$ cat src/hdl/button_debounce_long_press_core_assert.svh
// ----------------------------------------------------------------------------
// Button debouncer assertion macros
// Shared concurrent assertion forms; they compile away under SYNTHESIS.
// ----------------------------------------------------------------------------
`ifndef BUTTON_DEBOUNCE_LONG_PRESS_CORE_ASSERT_SVH
`define BUTTON_DEBOUNCE_LONG_PRESS_CORE_ASSERT_SVH

`ifndef SYNTHESIS

// Same-cycle implication, disabled while reset is asserted.
`define BDLP_ASSERT_IMP(label, clk, rst_n, ante, cons) \
    label: assert property (@(posedge clk) disable iff (!rst_n) (ante) |-> (cons)) \
        else $error("bdlp assertion failed");

// Next-cycle implication, disabled while reset is asserted.
`define BDLP_ASSERT_NXT(label, clk, rst_n, ante, cons) \
    label: assert property (@(posedge clk) disable iff (!rst_n) (ante) |=> (cons)) \
        else $error("bdlp assertion failed");

`else

`define BDLP_ASSERT_IMP(label, clk, rst_n, ante, cons)

`define BDLP_ASSERT_NXT(label, clk, rst_n, ante, cons)

`endif

`endif

$ cat src/hdl/bdlp_pkg.sv
// ----------------------------------------------------------------------------
// Button debouncer package
// Field widths, action and register codes, and the lane and result word structs.
// ----------------------------------------------------------------------------
`default_nettype none

package bdlp_pkg;

    localparam int ACT_W     = 2;
    localparam int INDEX_W   = 4;
    localparam int RAW_W     = 3;
    localparam int PEND_W    = 3;
    localparam int HOLD_W    = 16;
    localparam int CFG_IDX_W = 1;
    localparam int CFG_DAT_W = 16;

    localparam logic [ACT_W-1:0] ACT_TICK       = 2'd0;
    localparam logic [ACT_W-1:0] ACT_TAKE_PRESS = 2'd1;
    localparam logic [ACT_W-1:0] ACT_TAKE_LONG  = 2'd2;

    localparam logic [CFG_IDX_W-1:0] CFG_PRESSED_LEVEL = 1'd0;
    localparam logic [CFG_IDX_W-1:0] CFG_HOLD_TICKS    = 1'd1;

    localparam logic              PRESSED_LEVEL_RESET = 1'b0;
    localparam logic [HOLD_W-1:0] HOLD_TICKS_RESET    = 16'd100;

    typedef struct packed {
        logic              pressed_level;
        logic [HOLD_W-1:0] hold_ticks;
    } t_lane_cfg;

    typedef struct packed {
        logic tick;
        logic take_press;
        logic take_long;
        logic raw;
    } t_lane_cmd;

    typedef struct packed {
        logic taken;
        logic press;
        logic long_hit;
    } t_lane_stat;

    typedef struct packed {
        logic              taken;
        logic [PEND_W-1:0] press_pending;
        logic [PEND_W-1:0] long_pending;
    } t_out_word;

endpackage

`default_nettype wire

$ cat src/hdl/bdlp_ifs.sv
// ----------------------------------------------------------------------------
// Button debouncer channel interfaces
// Command input, result output and register write channels.
// ----------------------------------------------------------------------------
`default_nettype none

interface bdlp_in_if import bdlp_pkg::*; ();
    logic               valid;
    logic               ready;
    logic [ACT_W-1:0]   action;
    logic [INDEX_W-1:0] index;
    logic [RAW_W-1:0]   raw_levels;

    modport source (output valid, action, index, raw_levels, input ready);
    modport sink   (input valid, action, index, raw_levels, output ready);
endinterface

interface bdlp_out_if import bdlp_pkg::*; ();
    logic              valid;
    logic              ready;
    logic              taken;
    logic [PEND_W-1:0] press_pending;
    logic [PEND_W-1:0] long_pending;

    modport source (output valid, taken, press_pending, long_pending, input ready);
    modport sink   (input valid, taken, press_pending, long_pending, output ready);
endinterface

interface bdlp_cfg_if import bdlp_pkg::*; ();
    logic                 valid;
    logic                 ready;
    logic [CFG_IDX_W-1:0] index;
    logic [CFG_DAT_W-1:0] data;

    modport source (output valid, index, data, input ready);
    modport sink   (input valid, index, data, output ready);
endinterface

`default_nettype wire

$ cat src/hdl/button_debounce_long_press_core.sv
// A result word appears in the cycle after its command word is accepted.
// Throughput: one command word per cycle; every button lane updates in that cycle.
// The single output register stalls input only while a held result is not taken.
// Reset (synchronous, active low) sets pressed level 0, hold limit 100, all
// sample histories and stable levels to released, and clears flags and counters.
// ----------------------------------------------------------------------------
// Button debouncer with long-press detection
// Top level: register port, one lane per button, and the result merge stage.
// ----------------------------------------------------------------------------
`default_nettype none

`include "button_debounce_long_press_core_assert.svh"

module button_debounce_long_press_core import bdlp_pkg::*; #(
    parameter int BUTTONS = 3
) (
    input  wire logic   i_clk,
    input  wire logic   i_rst_n,
    bdlp_cfg_if.sink    i_cfg,
    bdlp_in_if.sink     i_in,
    bdlp_out_if.source  o_out
);

    // Register port. Writes are always taken; the user must write only while the
    // block is idle, so they never race with a command word; this is not enforced.
    logic              r_pressed_level;
    logic [HOLD_W-1:0] r_hold_ticks;

    assign i_cfg.ready = 1'b1;

    always_ff @(posedge i_clk) begin
        if (!i_rst_n) begin
            r_pressed_level <= PRESSED_LEVEL_RESET;
            r_hold_ticks    <= HOLD_TICKS_RESET;
        end else if (i_cfg.valid) begin
            case (i_cfg.index)
                CFG_PRESSED_LEVEL: r_pressed_level <= i_cfg.data[0];
                CFG_HOLD_TICKS:    r_hold_ticks    <= i_cfg.data[HOLD_W-1:0];
                default:           r_hold_ticks    <= r_hold_ticks;
            endcase
        end
    end

    // A command word is accepted when the output register can take its result.
    logic       w_in_ready;
    logic       w_accept;
    logic       w_tick;
    logic       w_take_press;
    logic       w_take_long;
    t_lane_cfg  w_lane_cfg;

    assign i_in.ready   = w_in_ready;
    assign w_accept     = i_in.valid && w_in_ready;
    assign w_tick       = w_accept && (i_in.action == ACT_TICK);
    assign w_take_press = w_accept && (i_in.action == ACT_TAKE_PRESS);
    assign w_take_long  = w_accept && (i_in.action == ACT_TAKE_LONG);

    assign w_lane_cfg.pressed_level = r_pressed_level;
    assign w_lane_cfg.hold_ticks    = r_hold_ticks;

    // One lane per button. A take command reaches only the lane whose number
    // matches the index, so an index past the last button touches nothing.
    // Buttons beyond the raw field always sample a low level.
    logic [BUTTONS-1:0] w_taken_vec;
    logic [BUTTONS-1:0] w_press_vec;
    logic [BUTTONS-1:0] w_long_vec;

    for (genvar b = 0; b < BUTTONS; b++) begin : g_lane
        t_lane_cmd  w_cmd;
        t_lane_stat w_stat;

        assign w_cmd.tick       = w_tick;
        assign w_cmd.take_press = w_take_press && (i_in.index == INDEX_W'(b));
        assign w_cmd.take_long  = w_take_long && (i_in.index == INDEX_W'(b));
        if (b < RAW_W) begin : g_raw
            assign w_cmd.raw = i_in.raw_levels[b];
        end else begin : g_noraw
            assign w_cmd.raw = 1'b0;
        end

        bdlp_lane u_lane (
            .i_clk   (i_clk),
            .i_rst_n (i_rst_n),
            .i_cfg   (w_lane_cfg),
            .i_cmd   (w_cmd),
            .o_stat  (w_stat)
        );

        assign w_taken_vec[b] = w_stat.taken;
        assign w_press_vec[b] = w_stat.press;
        assign w_long_vec[b]  = w_stat.long_hit;
    end

    // The merge stage ORs the lane hits into the taken bit and registers the
    // word, so the result is the flag state after this command.
    logic      w_out_valid;
    t_out_word w_out_word;

    bdlp_merge #(
        .BUTTONS (BUTTONS)
    ) u_merge (
        .i_clk       (i_clk),
        .i_rst_n     (i_rst_n),
        .i_accept    (w_accept),
        .i_taken_vec (w_taken_vec),
        .i_press_vec (w_press_vec),
        .i_long_vec  (w_long_vec),
        .i_out_ready (o_out.ready),
        .o_in_ready  (w_in_ready),
        .o_valid     (w_out_valid),
        .o_word      (w_out_word)
    );

    assign o_out.valid         = w_out_valid;
    assign o_out.taken         = w_out_word.taken;
    assign o_out.press_pending = w_out_word.press_pending;
    assign o_out.long_pending  = w_out_word.long_pending;

    // Every accepted command produces a result word in the next cycle.
    `BDLP_ASSERT_NXT(a_accept_gives_result, i_clk, i_rst_n, w_accept, o_out.valid)
    // A held result that is not taken blocks new commands.
    `BDLP_ASSERT_IMP(a_stall_blocks_input, i_clk, i_rst_n, o_out.valid && !o_out.ready, !i_in.ready)
    // A sample tick never reports a taken flag.
    `BDLP_ASSERT_NXT(a_tick_not_taken, i_clk, i_rst_n, w_tick, !o_out.taken)

endmodule

`default_nettype wire

$ cat src/hdl/bdlp_lane.sv
// ----------------------------------------------------------------------------
// Button debouncer lane
// Sample history, stable level, sticky flags and hold counter of one button.
// ----------------------------------------------------------------------------
`default_nettype none

module bdlp_lane import bdlp_pkg::*; (
    input  wire logic       i_clk,
    input  wire logic       i_rst_n,
    input  wire t_lane_cfg  i_cfg,
    input  wire t_lane_cmd  i_cmd,
    output t_lane_stat      o_stat
);

    // After a shift the oldest sample is the current middle one, so the
    // three-deep history needs only two registers beside the raw input.
    logic              r_newest, r_middle, r_stable, r_press, r_long;
    logic              n_newest, n_middle, n_stable, n_press, n_long;
    logic [HOLD_W-1:0] r_count, n_count;
    logic              w_agree;

    // After the shift the three samples are raw, newest and middle.
    assign w_agree = (i_cmd.raw == r_newest) && (r_newest == r_middle);

    always_comb begin
        n_newest = r_newest;
        n_middle = r_middle;
        n_stable = r_stable;
        n_press  = r_press;
        n_long   = r_long;
        n_count  = r_count;
        if (i_cmd.tick) begin
            n_newest = i_cmd.raw;
            n_middle = r_newest;
            if (w_agree) begin
                if (r_middle != r_stable) begin
                    n_stable = r_middle;
                    if (r_middle == i_cfg.pressed_level) begin
                        n_press = 1'b1;
                    end else begin
                        n_count = '0;
                    end
                end else if ((r_stable == i_cfg.pressed_level) &&
                             (r_count < i_cfg.hold_ticks)) begin
                    n_count = r_count + 16'd1;
                    if (n_count == i_cfg.hold_ticks) begin
                        n_long = 1'b1;
                    end
                end
            end
        end
        if (i_cmd.take_press && r_press) begin
            n_press = 1'b0;
        end
        if (i_cmd.take_long && r_long) begin
            n_long  = 1'b0;
            n_count = '0;
        end
    end

    always_ff @(posedge i_clk) begin
        if (!i_rst_n) begin
            r_newest <= ~PRESSED_LEVEL_RESET;
            r_middle <= ~PRESSED_LEVEL_RESET;
            r_stable <= ~PRESSED_LEVEL_RESET;
            r_press  <= 1'b0;
            r_long   <= 1'b0;
            r_count  <= '0;
        end else begin
            r_newest <= n_newest;
            r_middle <= n_middle;
            r_stable <= n_stable;
            r_press  <= n_press;
            r_long   <= n_long;
            r_count  <= n_count;
        end
    end

    assign o_stat.taken    = (i_cmd.take_press && r_press) || (i_cmd.take_long && r_long);
    assign o_stat.press    = n_press;
    assign o_stat.long_hit = n_long;

endmodule

`default_nettype wire

$ cat src/hdl/bdlp_merge.sv
// ----------------------------------------------------------------------------
// Button debouncer merge stage
// Combines the lane results into one result word held in an output register.
// ----------------------------------------------------------------------------
`default_nettype none

module bdlp_merge import bdlp_pkg::*; #(
    parameter int BUTTONS = 3
) (
    input  wire logic               i_clk,
    input  wire logic               i_rst_n,
    input  wire logic               i_accept,
    input  wire logic [BUTTONS-1:0] i_taken_vec,
    input  wire logic [BUTTONS-1:0] i_press_vec,
    input  wire logic [BUTTONS-1:0] i_long_vec,
    input  wire logic               i_out_ready,
    output logic                    o_in_ready,
    output logic                    o_valid,
    output t_out_word               o_word
);

    logic      r_valid;
    t_out_word r_word;
    t_out_word n_word;

    // Only buttons that exist show up in the pending fields.
    for (genvar j = 0; j < PEND_W; j++) begin : g_pend
        if (j < BUTTONS) begin : g_on
            assign n_word.press_pending[j] = i_press_vec[j];
            assign n_word.long_pending[j]  = i_long_vec[j];
        end else begin : g_off
            assign n_word.press_pending[j] = 1'b0;
            assign n_word.long_pending[j]  = 1'b0;
        end
    end
    assign n_word.taken = |i_taken_vec;

    assign o_in_ready = !r_valid || i_out_ready;

    always_ff @(posedge i_clk) begin
        if (!i_rst_n) begin
            r_valid <= 1'b0;
        end else if (i_accept) begin
            r_valid <= 1'b1;
        end else if (i_out_ready) begin
            r_valid <= 1'b0;
        end
    end

    always_ff @(posedge i_clk) begin
        if (i_accept) begin
            r_word <= n_word;
        end
    end

    assign o_valid = r_valid;
    assign o_word  = r_word;

endmodule

`default_nettype wire

$ cat src/flat_wrapper.sv
// flat-port wrapper written by rule: the top's interface ports become plain ports
module button_debounce_long_press_core_flat import bdlp_pkg::*;
#(
    parameter int BUTTONS = 3
)
  (i_clk, i_rst_n, i_cfg_valid, i_cfg_index, i_cfg_data, i_cfg_ready, i_in_valid, i_in_action, i_in_index, i_in_raw_levels, i_in_ready, o_out_valid, o_out_taken, o_out_press_pending, o_out_long_pending, o_out_ready);
  bdlp_cfg_if i_cfg_i ();
  bdlp_in_if i_in_i ();
  bdlp_out_if o_out_i ();
  input  wire logic i_clk;
  input  wire logic i_rst_n;
  input wire logic [$bits(i_cfg_i.valid)-1:0] i_cfg_valid;
  input wire logic [$bits(i_cfg_i.index)-1:0] i_cfg_index;
  input wire logic [$bits(i_cfg_i.data)-1:0] i_cfg_data;
  output wire logic [$bits(i_cfg_i.ready)-1:0] i_cfg_ready;
  input wire logic [$bits(i_in_i.valid)-1:0] i_in_valid;
  input wire logic [$bits(i_in_i.action)-1:0] i_in_action;
  input wire logic [$bits(i_in_i.index)-1:0] i_in_index;
  input wire logic [$bits(i_in_i.raw_levels)-1:0] i_in_raw_levels;
  output wire logic [$bits(i_in_i.ready)-1:0] i_in_ready;
  output wire logic [$bits(o_out_i.valid)-1:0] o_out_valid;
  output wire logic [$bits(o_out_i.taken)-1:0] o_out_taken;
  output wire logic [$bits(o_out_i.press_pending)-1:0] o_out_press_pending;
  output wire logic [$bits(o_out_i.long_pending)-1:0] o_out_long_pending;
  input wire logic [$bits(o_out_i.ready)-1:0] o_out_ready;
  assign i_cfg_i.valid = i_cfg_valid;
  assign i_cfg_i.index = i_cfg_index;
  assign i_cfg_i.data = i_cfg_data;
  assign i_cfg_ready = i_cfg_i.ready;
  assign i_in_i.valid = i_in_valid;
  assign i_in_i.action = i_in_action;
  assign i_in_i.index = i_in_index;
  assign i_in_i.raw_levels = i_in_raw_levels;
  assign i_in_ready = i_in_i.ready;
  assign o_out_valid = o_out_i.valid;
  assign o_out_taken = o_out_i.taken;
  assign o_out_press_pending = o_out_i.press_pending;
  assign o_out_long_pending = o_out_i.long_pending;
  assign o_out_i.ready = o_out_ready;
  button_debounce_long_press_core #(.BUTTONS(BUTTONS)) u_core (.i_clk(i_clk), .i_rst_n(i_rst_n), .i_cfg(i_cfg_i), .i_in(i_in_i), .o_out(o_out_i));
endmodule
$ cat config.mk
export PLATFORM = sky130hd
export DESIGN_NAME = button_debounce_long_press_core_flat
export DESIGN_NICKNAME = d
export VERILOG_FILES = /design/src/hdl/bdlp_pkg.sv /design/src/hdl/bdlp_ifs.sv /design/src/hdl/button_debounce_long_press_core.sv /design/src/hdl/bdlp_lane.sv /design/src/hdl/bdlp_merge.sv /design/src/flat_wrapper.sv
export VERILOG_INCLUDE_DIRS = /design/src /design/src/hdl
export SDC_FILE = /design/constraint.sdc
export NUM_CORES = 1
export LEC_CHECK = 0
export ABC_CLOCK_PERIOD_IN_PS = 2800
export BUFFER_PORTS_ARGS = -buffer_cell sky130_fd_sc_hd__buf_2
export CORE_MARGIN = 2
export CORE_UTILIZATION = 35
export DETAILED_ROUTE_END_ITERATION = 10
export PLACE_DENSITY = 0.52
export RECOVER_POWER = 100
export SYNTH_ARGS = -nofsm -noshare
export SYNTH_HDL_FRONTEND = slang
export SYNTH_SLANG_ARGS = --single-unit
$ cat constraint.sdc
create_clock -name i_clk -period 2.8 [get_ports i_clk]
set_clock_uncertainty 0.2 [all_clocks]
set_input_delay 0.84 -clock i_clk [delete_from_list [all_inputs] [get_ports i_clk]]
set_output_delay 0.84 -clock i_clk [all_outputs]
set_load 0.02 [all_outputs]
### Word-level counts from Yosys, hierarchy flattened

Cells that the tools add are included.

* bits in registers: 88
* latch bits: 0
* bits in writable memories: 0
* bits in read-only memories: 0
* word-level logic and storage cells: 146
* memories: 0

* $add $sub $neg: 3
* $mul: 0
* div/mod/pow operators: 0
* order comparisons: 3
* eq/ne operators: 25
* shift-type cells: 0
* mux-type cells: 44
* bitwise logic cells: 2
* reduce and logical (&&, ||, !) cells: 45

Operators with widths (count)
* 16-bit two-way mux: 9
* 16-bit by 1-bit adder with 16-bit output (second input constant): 3
* 16-bit == test: 3
* 16-bit < comparator: 3
* 1-bit two-way mux: 35
* 1-bit logical AND: 22
* 1-bit == test: 12
* 4-bit AND reduction: 3
* 3-bit AND reduction: 3
* 2-bit nonzero test: 4
* 2-bit != test (second input constant): 3
* 2-bit OR reduction: 3
* 4-bit by 1-bit == test with 1-bit output (second input constant): 1
* 4-bit by 2-bit == test with 1-bit output (second input constant): 1
* 4-bit zero test: 1
* 1-bit logical OR: 4
* 2-bit AND reduction: 2
* 1-bit != test: 3
* 3-bit OR reduction: 1
* 2-bit by 1-bit == test with 1-bit output (second input constant): 1
* 2-bit == test (second input constant): 1
* 2-bit zero test: 1
* 1-bit NOT: 2
* 1-bit zero test: 1

### Depth between registers and ports, before layout

Gate-level depths: netlist (run 1).

* depth in word-level cells: 8
* gate-level depth with buffers: 11

### Hierarchy

A second synthesis (run 1) with hierarchy kept.

* cells, all modules: 828
* area, all modules: 6726.5 um^2

Modules (own cells, without submodules)
* bdlp_lane: times used 3, cells an instance 241, area an instance 1883.1 um^2, sequential area each 420.4 um^2
* button_debounce_long_press_core: times used 1, cells an instance 93, area an instance 815.8 um^2, sequential area each 340.3 um^2
* bdlp_merge: times used 1, cells an instance 12, area an instance 261.5 um^2, sequential area each 230.2 um^2

### Worst setup path before layout (run 1)

OpenSTA, ideal clock, no wires.

* path kind: flip-flop to flip-flop
* start point: register u_core.r_hold_ticks[13]
* end point: register u_core.u_merge.r_word, in the netlist u_core.u_merge.o_word[0] (data pin)
* setup time: 145 ps
* arrival time: 2616 ps
* required time: 2455 ps
* path slack: -161 ps
* stages on the path, launching flop included: 10
* path buffers: 1
* clock period less this slack: 2961 ps
* cell sequence: dfxtp_1 > clkbuf_1 > inv_1 > ha_1 > a21o_1 > a21o_1 > a2111oi_4 > nand3_2 > or4_4 > o21ai_1

* longest elaborated chain between the ends: 7
* elaborated cells on any way between the ends: 9

Ends and longest elaborated chain
* start, declared: RTL line button_debounce_long_press_core.sv:27 `logic [HOLD_W-1:0] r_hold_ticks;`
* start signal, assigned: RTL line button_debounce_long_press_core.sv:38 `CFG_HOLD_TICKS: r_hold_ticks <= i_cfg.data[HOLD_W-1:0];`
* start signal, assigned: RTL line button_debounce_long_press_core.sv:39 `default: r_hold_ticks <= r_hold_ticks;`
* 16-bit < comparator / 16-bit == test (equally long branches): RTL line bdlp_lane.sv:44, bdlp_lane.sv:46
* 1-bit logical AND / 1-bit two-way mux (equally long branches): RTL line bdlp_lane.sv:43, bdlp_lane.sv:46
* 1-bit two-way mux *: RTL line bdlp_lane.sv:43 `end else if ((r_stable == i_cfg.pressed_level) &&`
* 1-bit two-way mux *: RTL line bdlp_lane.sv:36 `if (r_middle != r_stable) begin`
* 1-bit two-way mux *: RTL line bdlp_lane.sv:35 `if (w_agree) begin`
* 1-bit two-way mux *: RTL line bdlp_lane.sv:32 `if (i_cmd.tick) begin`
* 1-bit two-way mux *: RTL line bdlp_lane.sv:55 `if (i_cmd.take_long && r_long) begin`
* via u_core.g_lane[0].u_lane.n_long: RTL line bdlp_lane.sv:18 `logic n_newest, n_middle, n_stable, n_press, n_long;`
* end signal, assigned: RTL line bdlp_merge.sv:52 `r_word <= n_word;`
* end, declared: RTL line bdlp_merge.sv:23 `t_out_word r_word;`

The timed path passes the listed nets; every way through them passes the cells marked *.
A chain may end at the register's enable or synchronous reset.

### Worst setup path after layout (run 1)

* start point: register u_core.r_hold_ticks[13]
* end point: register u_core.g_lane[2].u_lane.r_count[14]

* longest elaborated chain between the ends: 4

Ends and longest elaborated chain
* 16-bit < comparator: RTL line bdlp_lane.sv:44 `(r_count < i_cfg.hold_ticks)) begin`
* 1-bit logical AND: RTL line bdlp_lane.sv:43
* 2-bit nonzero test (no source line)
* 4-bit AND reduction (no source line)
* end signal, assigned: RTL line bdlp_lane.sv:75 `r_count <= n_count;`
* end, declared: RTL line bdlp_lane.sv:19 `logic [HOLD_W-1:0] r_count, n_count;`

Every way passes these cells.

==> results.sh, run 1 <==
export IMPL_ant_nets=0
export IMPL_drc=0
export IMPL_area_delta_synth_final_pct=24.6
export IMPL_dpl_hpwl_um=18400
export IMPL_synth_edf_count=7
export IMPL_die_h_um=144
export IMPL_fin_crit_sh_pct=96.8
export IMPL_final_cell_mix="buf_4 (127), nand2_1 (94), dfxtp_1 (79), nor2_1 (55), a21oi_1 (55)"
export IMPL_num_vias=6880
export IMPL_drive_above_1_share_pct=21.8
export IMPL_drtIter0Drc=535
export IMPL_drv_slew=0
export IMPL_drt_pass1_iter_count=5
export IMPL_grt_pass1_vias=6494
export IMPL_grt_max_degree=19
export IMPL_clkTransAtPathRegs_ns=0.07
export IMPL_startpoint="u_core.r_hold_ticks[13]$_SDFFE_PN0P_"
export IMPL_cpMaxStageDelayCell="dfxtp_2"
export IMPL_postLayoutCoreUtil_pct=44.1
export IMPL_setup_viol=0
export IMPL_place_gp_congestion=0.919
export IMPL_vias_per_cell=5.47
export IMPL_netlist_top_cells_area="dfxtp_1 (24%), ha_1 (9.4%), xnor2_1 (6.3%), nand2_1 (5.2%), a21oi_1 (4.0%)"
export IMPL_crit_buf_inv=3
export IMPL_slowest_delay_ns=0.33
export IMPL_core_rowCount=51
export IMPL_grt_pass1_wl_um=36300
export IMPL_path_class="reg2reg"
export IMPL_syn_inst=853
export IMPL_worstSkewPairLatency_ns=0.36
export IMPL_yosysTopAreaCell="dfxtp_1"
export IMPL_cp_max_fo=4
export IMPL_yosysSeqAreaShare_pct=26.9
export IMPL_max_vdd_ir_drop_uv=291
export IMPL_synth_distinct_cells=84
export IMPL_clock_sink_count=88
export IMPL_syn_avg_cell_area_sq_um=8.00
export IMPL_portBuffers=39
export IMPL_p_per_area_nw_per_um2=358
export IMPL_die_x_um=144
export IMPL_start_kind="register"
export IMPL_synth_area_sq_um=6820
export IMPL_yosys_warnings=0
export IMPL_ios=41
export IMPL_worstMarginPinSlew_ns=0.940
export IMPL_fillers=2017
export IMPL_syn_num_nets=935
export IMPL_routed_wl_um=23000
export IMPL_wire_per_inst_um=18.3
export IMPL_die_area_sq_um=20600
export IMPL_cp_required_ns=2.86
export IMPL_final_common_cell="buf_4"
export IMPL_register_area_sq_um=1830
export IMPL_min_path_type="reg2reg"
export IMPL_fin_nets=1069
export IMPL_cp_top_family="compound AO/OA/AOI/OAI gates"
export IMPL_multi_input_area_sq_um=4670
export IMPL_status="finished clean"
export IMPL_fin_ws_ns=0.0910
export IMPL_finalPower_uw=3040
export IMPL_htreeDepth=3
export IMPL_yosysTopAreaCellShare_pct=23.8
export IMPL_maxCapViolCount=0
export IMPL_cts_tree="done"
export IMPL_cts_buffers=9
export IMPL_min_from="u_core.g_lane[0].u_lane.r_count[15]$_SDFFE_PP0P_"
export IMPL_synth_seq_cells=88
export IMPL_end_kind="register"
export IMPL_preCtsSetupSlack_ns=-0.142
export IMPL_grtUsageTotal_pct=23.1
export IMPL_core_area_sq_um=19300
export IMPL_cts_buffer_depth=2
export IMPL_layout_cells_non_filler=1257
export IMPL_min_period_ns=2.71
export IMPL_r2r_start="u_core.r_hold_ticks[13]$_SDFFE_PN0P_"
export IMPL_path_cells="inv_2 -> ha_1 -> a211o_1 -> a221oi_2 -> buf_4 -> and2_4 -> a22o_1 -> o21bai_2 -> and2_4 -> buf_4 -> a311o_1"
export IMPL_antenna_found_initial=1
export IMPL_ys_flop_type="dfxtp_1"
export IMPL_synthArstFlopShare_pct=0
export IMPL_placed_cells=1240
export IMPL_p_leak_uw=0.00349
export IMPL_clock_root_buffer="clkbuf_16"
export IMPL_final_hold_violation_count=0
export IMPL_overflow=0
export IMPL_diodes=0
export IMPL_floorplan_initialDensity_pct=35.4
export IMPL_slew_limit_headroom_pct=37.1
export IMPL_max_freq_mhz=369
export IMPL_worstPathArrival_ns=2.76
worst paths after layout:
check                                                          end  slack, ns  cells after the start
setup / recovery  u_core.g_lane[2].u_lane.r_count[14]$_SDFFE_PP0P_       0.09                     11
hold / removal    u_core.g_lane[0].u_lane.r_count[15]$_SDFFE_PP0P_       0.33                      2
setup reg to reg  u_core.g_lane[2].u_lane.r_count[14]$_SDFFE_PP0P_       0.09                     11
hold reg to reg   u_core.g_lane[0].u_lane.r_count[15]$_SDFFE_PP0P_       0.33                      2
synth_stat cells, types with 10 or more instances:
| master | count |
|---|---|
| nor2b_1 | 10 |
| nor2_1 | 54 |
| a311oi_1 | 15 |
| o21ai_0 | 36 |
| nand3_1 | 33 |
| xor2_1 | 18 |
| dfxtp_1 | 81 |
| nand4_1 | 28 |
| mux2i_1 | 12 |
| and3_1 | 21 |
| xnor2_1 | 49 |
| inv_1 | 26 |
| nand2_1 | 94 |
| a21oi_1 | 55 |
| ha_1 | 51 |
| nand2b_1 | 10 |
| a31oi_1 | 18 |
| buf_2 | 21 |
| clkbuf_1 | 28 |
| nor3_1 | 20 |
worst min-delay path, cell delays in order, from the launching register on:
cell     delay (ns)
dfxtp_1        0.36
o21ai_0        0.09
nand2_1        0.05
cells by family after synthesis:
logic type      share of synthesized area [%]
compound gates                           21.9
xor+xnor                                 8.60
fa+ha+maj                                9.35
buf+inv                                  5.10
flops                                    26.9
mux                                      1.76
other cells                            0.0550
simple gates                             26.4
cell type report:
type	count	share of cell area [%]
Multi-Input combinational cell	683	54.9
Tap cell	265	3.90
Clock inverter	4	0.397
Sequential cell	88	21.6
Clock buffer	12	3.27
Inverter	28	1.25
Timing Repair Buffer	177	14.7
layer usage:
| metal | global-route usage [%] | routed length (um) |
|---|---|---|
| met5 | 0 | 0 |
| met4 | 6.55 | 427 |
| met3 | 3.83 | 1090 |
| met2 | 36.1 | 10300 |
| met1 | 32.7 | 11200 |
flip-flops by register name, summed over array words and instances (netlist names):
name / flops
u_core.u_merge.o_valid: 1
u_core.u_merge.o_word: 7
u_core.g_lane.u_lane.r_stable: 3
u_core.r_hold_ticks: 16
u_core.g_lane.u_lane.r_press: 3
u_core.g_lane.u_lane.r_count: 48
u_core.g_lane.u_lane.r_newest: 3
u_core.g_lane.u_lane.r_long: 3
u_core.g_lane.u_lane.r_middle: 3
u_core.r_pressed_level: 1
through the flow:
step | TNS (ns) | cell area, sq um | hold slack (ns)
after detailed placement | -0.872 | 8190 | 0.323
after floorplan | 0 | 6830 | 0.270
final | 0 | 8500 | 0.332
after CTS | 0 | 8510 | 0.332
after global placement | -0.0705 | 8190 | 0.314
after global routing | -0.0388 | 8500 | 0.367
report_power, final:
part | total, uW | switching [uW] | internal [uW]
clock | 1270 | 563 | 712
sequential | 1320 | 26.1 | 1290
combinational | 446 | 260 | 186
repair_timing:
| action | in CTS | in global routing |
|---|---|---|
| resized for setup | 0 | 12 |
| setup buffers | 0 | 1 |
| endpoints found under the hold margin | 0 | 0 |
| endpoints found under the setup margin | 0 | 20 |
| hold buffers | 0 | 0 |
(Power assumes the default switching activity.)
==> run 2, diff against run 1 <==
- ABC_AREA: unset -> 1
==> results.sh, run 2 <==
export IMPL_drc=0
export IMPL_hold_buffers=0
export IMPL_fin_ws_ns=0.194
export IMPL_worstPathArrival_ns=2.66
export IMPL_wire_per_inst_um=15.9
export IMPL_top_register="u_core.g_lane.u_lane.r_count"
export IMPL_worstSkewPairLatency_ns=0.37
export IMPL_die_area_sq_um=20500
export IMPL_final_common_cell="nand2_1"
export IMPL_synth_area_sq_um=6770
export IMPL_overflow=0
export IMPL_diodes=0
export IMPL_drtIter0Drc=625
export IMPL_min_path_type="reg2reg"
export IMPL_ios=41
export IMPL_num_vias=7301
export IMPL_vias_per_cell=5.01
export IMPL_final_hold_violation_count=0
export IMPL_cts_buffer_depth=2
export IMPL_synthArstFlopShare_pct=0
export IMPL_die_x_um=143
export IMPL_core_area_sq_um=18800
export IMPL_dpl_hpwl_um=17700
export IMPL_ant_nets=0
export IMPL_max_vdd_ir_drop_uv=300
export IMPL_path_common_cell="nand2_1"
export IMPL_syn_num_nets=1197
export IMPL_final_cell_mix="nand2_1 (316), inv_1 (146), nor2_1 (128), a21oi_1 (106), nand3_1 (103)"
export IMPL_synth_common_cells="nand2_1 (317), inv_1 (147), nor2_1 (129)"
export IMPL_netlist_top_cells_area="dfxtp_1 (24%), nand2_1 (18%), ha_1 (9.4%), inv_1 (8.2%), a21oi_1 (7.8%)"
export IMPL_htreeDepth=3
export IMPL_yosysTopAreaCell="dfxtp_1"
export IMPL_cts_buffers=9
export IMPL_drive_above_1_share_pct=9.93
export IMPL_place_gp_congestion=0.872
export IMPL_crit_buf_inv=4
export IMPL_maxCapViolCount=0
export IMPL_setup_viol=0
export IMPL_portBuffers=39
export IMPL_rsz0062_at_grt="false"
export IMPL_p_per_area_nw_per_um2=403
export IMPL_p_leak_uw=0.00379
export IMPL_cts_tree="done"
export IMPL_clkTransAtPathRegs_ns=0.08
export IMPL_yosysTopAreaCellShare_pct=24.0
export IMPL_fin_crit_sh_pct=93.1
export IMPL_ys_flop_type="dfxtp_1"
export IMPL_path_class="reg2reg"
export IMPL_slowest_delay_ns=0.37
export IMPL_slew_limit_headroom_pct=34.2
export IMPL_largest_reg_flops=48
export IMPL_drt_pass1_iter_count=5
export IMPL_grt_pass1_vias=6612
export IMPL_clock_sink_count=88
export IMPL_fin_nets=1275
export IMPL_cp_max_fo=16
export IMPL_routed_wl_um=23200
export IMPL_yosys_warnings=0
export IMPL_max_freq_mhz=384
export IMPL_syn_inst=1115
export IMPL_synth_edf_count=7
export IMPL_drv_slew=0
export IMPL_die_h_um=143
export IMPL_worstMarginPinSlew_ns=0.987
export IMPL_floorplan_initialDensity_pct=35.9
export IMPL_end_kind="register"
export IMPL_grtUsageTotal_pct=23.3
export IMPL_status="finished clean"
export IMPL_min_period_ns=2.61
export IMPL_synth_seq_cells=88
export IMPL_preCtsSetupSlack_ns=-0.249
export IMPL_synth_most_common_cell="nand2_1"
export IMPL_grt_max_degree=31
export IMPL_yosysSeqAreaShare_pct=27.1
export IMPL_core_rowCount=50
export IMPL_syn_avg_cell_area_sq_um=6.07
export IMPL_antenna_found_initial=0
export IMPL_grt_pass1_wl_um=35900
export IMPL_cp_top_family="buffers and inverters"
export IMPL_area_delta_synth_final_pct=16.6
export IMPL_path_cells="clkinvlp_4 -> buf_4 -> ha_1 -> nand2_1 -> inv_1 -> o21bai_1 -> nand2_1 -> a21oi_1 -> nand3_1 -> nand2_1 -> nand2_1 -> buf_4 -> o21ai_0 -> a21oi_1"
export IMPL_postLayoutCoreUtil_pct=41.9
export IMPL_synth_distinct_cells=32
export IMPL_cpMaxStageDelayCell="dfxtp_1"
export IMPL_cp_required_ns=2.86
export IMPL_clock_root_buffer="clkbuf_16"
export IMPL_start_kind="register"
## run 2: changes by cell type in the layout (fill, tap and decap cells not counted), sizes merged, moves of 18 or more
| cell | delta |
|---|---|
| a31oi | -18 |
| xor2 | -18 |
| a21oi | +50 |
| nand3 | +70 |
| and3 | -21 |
| nand2 | +230 |
| nor2 | +87 |
| buf | -85 |
| nand4 | -18 |
| o21ai | +37 |
| xnor2 | -49 |
| inv | +122 |
## run 2: tightest hold or removal path, stage by stage, from the launching register on
cell      delay (ns)
dfxtp_1         0.30
inv_1           0.08
a211oi_1        0.08
## run 2: final cells by class
class,instances,area (sq um)
fillers,2072,10900
repair buffers,90,584
multi-input cells,857,4280
clock inverters,7,86.3
clock buffers,9,225
well taps,260,325
flip-flops and latches,88,1830
inverters,147,556
## run 2: cells by family after synthesis
logic type / Yosys count / synth area share, %
compound gates: 202 / 15.8
fa+ha+maj: 51 / 9.43
buf+inv: 170 / 9.67
flops: 88 / 27.1
other cells: 1 / 0.0554
simple gates: 603 / 38.0
## run 2: final timing paths
check | endpoint | start | slack [ns] | cells past startpoint
min | u_core.g_lane[1].u_lane.r_press$_SDFF_PN0_ | u_core.g_lane[1].u_lane.r_press$_SDFF_PN0_ | 0.30 | 2
min reg2reg | u_core.g_lane[1].u_lane.r_press$_SDFF_PN0_ | u_core.g_lane[1].u_lane.r_press$_SDFF_PN0_ | 0.30 | 2
max reg2reg | u_core.g_lane[0].u_lane.r_count[11]$_SDFFE_PP0P_ | u_core.r_hold_ticks[9]$_SDFFE_PN0P_ | 0.19 | 14
max | u_core.g_lane[0].u_lane.r_count[11]$_SDFFE_PP0P_ | u_core.r_hold_ticks[9]$_SDFFE_PN0P_ | 0.19 | 14
## run 2: report_power, final
part	total (uW)	leakage (uW)	switching, uW	internal, uW
clock	1290	0.000151	651	641
combinational	547	0.00291	358	188
sequential	1340	0.000729	35.1	1310
total	3180	0.00379	1040	2130
## run 2: timing repair
action,4_1_cts,5_1_grt
endpoints found under the setup margin,0,8
gates resized for setup,0,3
setup buffers,0,2
## run 2: through the flow
stage | hold WS (ns) | TNS, ns | cells | power [uW] | cell area, sq um
2_1_floorplan | 0.251 | 0 | 1115 | 1670 | 6770
3_3_place_gp | 0.273 | -2.27 | 1440 | 1910 | 7590
3_5_place_dp | 0.281 | -3.58 | 1440 | 1910 | 7590
4_1_cts | 0.299 | 0 | 1456 | 3210 | 7900
5_1_grt | 0.323 | 0 | 1458 | 3310 | 7890
6_report | 0.296 | 0 | 1458 | 3180 | 7890
## run 2: per-layer routing
| metal | up-vias | GRT usage (%) | share of wire (%) |
|---|---|---|---|
| li1 | 3808 | - | - |
| met1 | 3295 | 32.2 | 48 |
| met2 | 159 | 36.1 | 44 |
| met3 | 39 | 3.49 | 4.7 |
| met4 | 0 | 10.0 | 3.8 |
| met5 | - | 0 | 0 |
==> run 3, diff against run 2 <==
- CTS_BUF_LIST: unset -> sky130_fd_sc_hd__clkbuf_2
- RECOVER_POWER: 100 -> unset
==> results.sh, run 3 (same netlist as run 2, synthesis figures left out) <==
export IMPL_status="finished clean"
export IMPL_grt_pass1_wl_um=35900
export IMPL_area_delta_synth_final_pct=15.0
export IMPL_final_hold_violation_count=0
export IMPL_worstMarginPinSlew_ns=1.31
export IMPL_top_register="u_core.g_lane.u_lane.r_count"
export IMPL_wl_met2_um=10200
export IMPL_drt_pass1_iter_count=5
export IMPL_die_x_um=143
export IMPL_placed_cells=1440
export IMPL_max_freq_mhz=382
export IMPL_wirelength_met1_um=11200
export IMPL_worstSkewPairLatency_ns=0.68
export IMPL_maxCapViolCount=0
export IMPL_drive_above_1_share_pct=11.7
export IMPL_start_kind="register"
export IMPL_floorplan_initialDensity_pct=35.9
export IMPL_final_cell_mix="nand2_1 (316), inv_1 (144), nor2_1 (129), a21oi_1 (106), nand3_1 (103)"
export IMPL_fin_area_sq_um=7780
export IMPL_core_rowCount=50
export IMPL_ios=41
export IMPL_cp_max_fo=6
export IMPL_wire_per_inst_um=15.9
export IMPL_core_area_sq_um=18800
export IMPL_die_area_sq_um=20500
export IMPL_final_common_cell="nand2_1"
export IMPL_cp_required_ns=3.14
export IMPL_register_area_sq_um=1830
export IMPL_vias_per_cell=5.03
export IMPL_grtUsageTotal_pct=23.3
export IMPL_whs_ns=0.179
export IMPL_clkTransAtPathRegs_ns=0.29
export IMPL_max_vdd_ir_drop_uv=186
export IMPL_layout_cells_non_filler=1460
export IMPL_p_per_area_nw_per_um2=342
export IMPL_ant_nets=0
export IMPL_p_leak_uw=0.00377
export IMPL_place_gp_congestion=0.872
export IMPL_largest_reg_flops=48
export IMPL_cts_buffer_depth=2
export IMPL_clock_root_buffer="clkbuf_2"
export IMPL_min_period_ns=2.62
export IMPL_cts_buffers=9
export IMPL_routed_top_layer="met4"
export IMPL_hold_buffers=0
export IMPL_min_path_type="in2reg"
export IMPL_dr_wl_met3_um=1030
export IMPL_grt_max_degree=31
export IMPL_path_class="reg2reg"
export IMPL_routed_wl_um=23200
export IMPL_drv_slew=0
export IMPL_fillers=2085
export IMPL_antenna_found_initial=1
export IMPL_finalPower_uw=2660
export IMPL_rsz0062_at_grt="false"
export IMPL_multi_input_area_sq_um=4300
export IMPL_setup_viol=0
export IMPL_clock_sink_count=88
export IMPL_fin_crit_sh_pct=93.6
export IMPL_die_h_um=143
export IMPL_end_kind="register"
export IMPL_dpl_hpwl_um=17700
export IMPL_slew_limit_headroom_pct=12.4
export IMPL_htreeDepth=3
export IMPL_grt_pass1_vias=6568
export IMPL_drc=0
export IMPL_drtIter0Drc=536
export IMPL_overflow=0
export IMPL_fin_nets=1276
export IMPL_portBuffers=39
export IMPL_placed_area_sq_um=7590
export IMPL_num_vias=7342
export IMPL_cts_tree="done"
export IMPL_worstPathArrival_ns=2.96
export IMPL_postLayoutCoreUtil_pct=41.3
run 3: cell types whose count changed in the layout (fill, tap and decap cells not counted), moves of 5 or more:
cell / previous run / this run
buf_4: 43 / 48
clkbuf_16: 9 / 0
clkbuf_1: 15 / 0
buf_2: 28 / 39
clkbuf_2: 1 / 9
run 3: worst max-delay path, cell delays in order (launching register included):
cell	delay, ns
dfxtp_2	0.42
clkinvlp_4	0.24
ha_1	0.38
nand2_1	0.07
inv_1	0.03
o21bai_1	0.11
nand2_1	0.07
a21oi_1	0.21
nand3_1	0.18
inv_1	0.08
nand3_1	0.07
nor2_1	0.25
nor2_1	0.10
nor2_1	0.10
run 3: power by group:
part | leakage, uW | switching (uW) | internal [uW]
Clock | 0.0000773 | 596 | 158
Combinational | 0.00297 | 359 | 197
Sequential | 0.000730 | 35.9 | 1310
Total | 0.00377 | 991 | 1670
run 3: final cells by class:
cell class,count,area share (%)
Clock inverter,7,1.11
Timing Repair Buffer,91,8.17
Tap cell,260,4.18
Multi-Input combinational cell,857,55.2
Sequential cell,88,23.6
Inverter,147,7.19
Antenna cell,1,0.0321
Clock buffer,9,0.579
run 3: stage by stage:
step / setup TNS (ns) / worst slack (ns)
global placement: -2.27 / -0.143
CTS: 0 / 0.138
detailed placement: -3.58 / -0.249
global route: 0 / 0.0120
finish: 0 / 0.180
floorplan: 0 / 0.516
run 3: worst paths after layout:
path | start | end | slack (ns) | cells after the start
max | u_core.r_hold_ticks[9]$_SDFFE_PN0P_ | u_core.u_merge.o_word[2]$_DFFE_PP_ | 0.18 | 13
max reg2reg | u_core.r_hold_ticks[9]$_SDFFE_PN0P_ | u_core.u_merge.o_word[2]$_DFFE_PP_ | 0.18 | 13
min | i_cfg_data[2] | u_core.r_hold_ticks[2]$_SDFFE_PN1P_ | 0.18 | 3
min reg2reg | u_core.g_lane[1].u_lane.r_press$_SDFF_PN0_ | u_core.g_lane[1].u_lane.r_press$_SDFF_PN0_ | 0.31 | 2
run 3: repair_timing:
item                                    CTS  global route
setup buffers                             0             3
resized for setup                         0             7
endpoints found under the setup margin    0             4
run 3: routing by layer:
metal	global-route usage [%]	vias up
li1	-	3813
met1	32.2	3351
met2	36.4	149
met3	4.23	29
met4	7.87	0
met5	0	-
